### src/sv/deht_ram.sv
// Generic simple dual-port RAM: one write port, one read port, registered read.
// No dependencies.
`default_nettype none

module deht_ram #(
  parameter int WIDTH = 8,
  parameter int DEPTH = 64
) (
  input  wire logic                     clk,
  input  wire logic                     we,
  input  wire logic [$clog2(DEPTH)-1:0] waddr,
  input  wire logic [WIDTH-1:0]         wdata,
  input  wire logic                     re,
  input  wire logic [$clog2(DEPTH)-1:0] raddr,
  output logic      [WIDTH-1:0]         rdata
);

  logic [WIDTH-1:0] mem_r [DEPTH];
  logic [WIDTH-1:0] rdata_r;

  // Write port
  always_ff @(posedge clk) begin
    if (we) begin
      mem_r[waddr] <= wdata;
    end
  end

  // Registered read port
  always_ff @(posedge clk) begin
    if (re) begin
      rdata_r <= mem_r[raddr];
    end
  end

  assign rdata = rdata_r;

endmodule

`default_nettype wire

### config.mk
export PLATFORM = sky130hd
export DESIGN_NAME = deht_ram
export DESIGN_NICKNAME = d
export VERILOG_FILES = /design/src/sv/deht_ram.sv
export SDC_FILE = /design/constraint.sdc
export NUM_CORES = 1
export LEC_CHECK = 0
export CELL_PAD_IN_SITES_DETAIL_PLACEMENT = 0
export CELL_PAD_IN_SITES_GLOBAL_PLACEMENT = 1
export CORE_MARGIN = 5
export CORE_UTILIZATION = 38
export CTS_CLUSTER_DIAMETER = 100
export DETAILED_ROUTE_END_ITERATION = 8
export DONT_BUFFER_PORTS = 1
export PLACE_DENSITY_LB_ADDON = 0.12
export SLEW_MARGIN = 40
export SYNTH_ARGS = -nofsm -noshare
export SYNTH_HDL_FRONTEND = slang
export SYNTH_SLANG_ARGS = --single-unit
### constraint.sdc
create_clock -name clk -period 6.7 [get_ports clk]
set_input_delay 1.005 -clock clk [delete_from_list [all_inputs] [get_ports clk]]
set_output_delay 1.005 -clock clk [all_outputs]
set_load 0.01 [all_outputs]
# Word level (Yosys, flattened, before mapping)
# Memory sizes are Yosys's and may differ from the RTL's. A register that Yosys moved wholly into a read port is not among the register bits.
# Index checks and enable logic that the tools add are counted.
# Widths: inputs -> output; s select.
totals:
  reg_bits: 0
  latchBits: 0
  ram_bits: 512
  rom_bits: 0
  inputBits: 23
  out_inout_bits: 8
  word_cells: 3
  mem_count: 1
classes:
  n_addsub: 0
  mul: 0
  div_mod_pow: 0
  n_lt_le_gt_ge: 0
  n_eq_ne: 0
  n_shift: 0
  muxes: 2
  n_bitwise: 0
  reduce_logical: 0
memory_table:
  columns: ["name", "words", "word_bits", "read_ports", "rd_clocked_by_memory_dff", "write_ports", "line_no", "text"]
  rows:
  - ["mem_r", 64, 8, 1, 1, 1, "18", "logic [WIDTH-1:0] mem_r [DEPTH];"]
op_table:
  columns: ["cell", "count"]
  rows:
  - ["$mux 1", 2]

# Longest topological paths before layout
logic_depth:
  word_depth: 2
  mapped_depth: 9
  depth_no_buf: 5

# Worst setup path after synthesis
# OpenSTA, ideal clock, no wires.
synth_path:
  path_type: "input to register"
  from: "in raddr[1]"
  to: "reg rdata_r[3], in the netlist rdata[3] (read register of mem_r) (data pin)"
  setup_ps: 266
  arrival_ps: 2545
  required_time_ps: 6434
  setup_slack_ps: 3889
  path_stages: 7
  path_buffers: 3
  cell_sequence: "buf_4 buf_2 buf_2 mux4_2 mux4_2 o21ai_1 o41ai_1"
synth_rtl:
  columns: ["item", "line_no", "text"]
  rows:
  - ["start, declared", "14", "input wire logic [$clog2(DEPTH)-1:0] raddr,"]
  - ["end, declared", "19", "logic [WIDTH-1:0] rdata_r;"]

==> results.toml <==
[run_status]
outcome = "finished clean"

[drt]
wire_per_inst_um = 28.7
post-route-drc-count = 0
drt_wl_total_um = 48100
viasPerCell = 5.50
vias = 9217
antenna_left = 0
drt-pass1-iter-count = 5
drtIter0Drc = 812

[floorplan]
die_x_um = 241
core_area_um2 = 52700
row_count = 84
die_area_um2 = 58000
io_pins = 31
initial_core_util_pct = 38.5
die_height_um = 241

[yosys]
ys_async_sr_fraction_pct = 0
syn_inst = 940
yosys.area.top_type = "edfxtp_1"
yosysTopAreaCellShare_pct = 77.1
synth_area_per_cell_um2 = 21.5
synthTopCellsByArea = "edfxtp_1 77%, mux4_2 14%, nor2_1 1.5%, mux2i_1 1.1%, mux2_2 0.72%"
ys_ff_latch = 520
synth_xor_area_share_pct = 0
yosys-top-cells-count = "520 x edfxtp_1, 126 x mux4_2, 83 x nor2_1"
synthSimpleGateAreaFrac_pct = 3.37
synth_edf_count = 520
ys_types = 39
synthAdderAreaFrac_pct = 0
synth_ff_type = "edfxtp_1"
yosysMostFrequentCell = "edfxtp_1"
synth_top_family_by_area = "multiplexers"
syn_nets = 963
yosysWarnings = 0
synth_compound_area_share_pct = 2.06
seq_area_frac_synth_pct = 77.1
synth_area_um2 = 20200
muxShareOfSynthArea_pct = 15.9

[timing]
hold_viol_final = 0
max_clock_freq_ghz = 0.397
setup_viol = 0
final.setup.worst_slack_ns = 4.18
maxSlewViolCount = 0
finalSetupTns_ns = 0
finalCritPeriodShare_pct = 37.6
timing.max_slew.rel_slack_pct = 42.6
period_minus_slack_ns = 2.52
fin_skew_ns = 0.0169
rsz0062_at_grt = "no"
worstMarginPinSlew_ns = 0.858

[setup_path]
r2r-end = "rdata[4]$_DFFE_PP_"
r2r-start = "mem_r[29][4]$_DFFE_PP_"
crit_fanout = 137
ff2ff_path_depth = 5
critPathKind = "in2reg"
crit_arrival_ns = 2.82
start_kind = "primary input"
crit_required_ns = 7.00
reg2reg_slack_ns = 4.41
cp-end-kind = "flip-flop"

[grt]
grt_pass1_vias = 9623
grt_pass1_wl_um = 70200
overflow = 0
met2_usage_pct = 26.0
grtUsageTotal_pct = 16.8
grtUsageMet3_pct = 3.23
met1_usage_pct = 25.2
antenna_found_initial = 0
gr-max-usage-layer = "met2"
grt_start_max_net_pins = 138

[clock_tree]
numCtsBuffers = 54
cts_setup_buffers = 0
path_clk_slew_ns = 0.06
cts_resized = 0
insertion_delay_ns = 0.60
cts_tree = "done"
cts-htree-levels = 2
cts.sinks = 520
clock-root-buffer = "clkbuf_16"
clockBufferDepth = 3
ctsHoldBuffers = 0

[run]
maxCapViolations = 0

[min_path]
min_to = "mem_r[9][6]$_DFFE_PP_"
min_path_cells = 0
hp-class = "in2reg"
hp-start = "wdata[6]"

[finish]
diodes = 0
syn_to_final_growth_pct = 11.4
drive_gt1_share_pct = 25.5
fin_nets = 968
fill_cells = 4507

[power]
ir_worst_vdd_mv = 0.167
leakagePower_nw = 6.77
power.density_nw_per_um2 = 295

[placed_design]
routabilityCongestion = 0.738
port_buffers = 0
hpwl_um = 27100
dpl_worst_slack_ns = 3.58
[cell families (layout without fill, tap and decap cells)]
logic type / Yosys count / after routing
AOI/OAI and AO/OA: 54 / 54
DFF: 520 / 520
and+or+nand+nor: 153 / 153
muxes: 162 / 162
buffers and inverters: 51 / 99
[layout by cell type, fill, tap and decap left out, drive strengths merged]
cell type	Yosys	final
nand2b	7	7
o22ai	8	8
and2	1	1
o41ai	2	2
clkinvlp	0	3
o221a	2	2
nand4b	1	1
o21a	2	2
mux2	13	13
o2111ai	3	3
nor3	7	7
o311ai	1	1
a21oi	3	3
o21ai	4	4
inv	0	1
nand2	19	19
mux4	126	126
bufinv	0	3
nand3b	3	3
nor2	83	83
a22oi	3	3
nand4	2	2
edfxtp	520	520
nor2b	14	14
a221oi	6	6
mux2i	23	23
or3	1	1
o32ai	2	2
o2bb2ai	3	3
a31oi	1	1
nand3	13	13
a2111oi	2	2
clkbuf	17	70
clkinv	0	22
nor4	2	2
a211oi	4	4
o221ai	8	8
[layer usage]
metal | vias up | share of wire (%) | wire length (um)
met5 | - | 0 | 0
met4 | 0 | 1.7 | 801
met3 | 55 | 4.8 | 2290
met2 | 213 | 47 | 22500
met1 | 5001 | 47 | 22500
li1 | 3948 | - | -
[through the flow]
step           total power [W]  hold WS [ns]  std cells  area, um2  util, %
2_1_floorplan          0.00388         0.797        940      20200        -
3_3_place_gp           0.00388         0.979       1577      20800     39.5
3_5_place_dp           0.00388         0.979       1577      20900     39.6
4_1_cts                0.00673         0.477       1676      22500     42.8
5_1_grt                0.00688         0.475       1676      22600     42.8
6_report               0.00666         0.507       1676      22600     42.8
[state kept, by name, summed over array words and instances (netlist names)]
name   count
mem_r    512
rdata      8
[power breakdown]
part	internal [W]	switching (W)	total (W)	leakage [nW]
Combinational	0.000105	0.0000864	0.000192	1.28
Sequential	0.00361	0.0000117	0.00362	4.69
Clock	0.00162	0.00123	0.00285	0.804
Total	0.00533	0.00132	0.00666	6.77
[worst max-delay path, stage by stage]
cell	delay (ns)
mux4_2	0.53
mux2_2	0.30
o221a_2	0.28
nor3_1	0.37
o32ai_1	0.22
[worst max-delay path by stage]
stage | startpoint | to | slack [ns] | cells after the start
after floorplan | raddr[1] | rdata[3]$_DFFE_PP_ | 3.89 | 7
after global placement | raddr[0] | rdata[4]$_DFFE_PP_ | 3.59 | 5
after detailed placement | raddr[0] | rdata[4]$_DFFE_PP_ | 3.58 | 5
after CTS | raddr[0] | rdata[4]$_DFFE_PP_ | 4.22 | 5
after global routing | raddr[0] | rdata[4]$_DFFE_PP_ | 4.18 | 5
final | raddr[0] | rdata[4]$_DFFE_PP_ | 4.18 | 5
[layout make-up]
| type | instances | area [um2] | share of cell area, % |
|---|---|---|---|
| Clock buffer | 70 | 1430 | 6.35 |
| Clock inverter | 29 | 225 | 0.998 |
| Multi-Input combinational cell | 369 | 4430 | 19.6 |
| Sequential cell | 520 | 15600 | 69.2 |
| Tap cell | 688 | 861 | 3.82 |
Power figures use the tool's default switching activity.
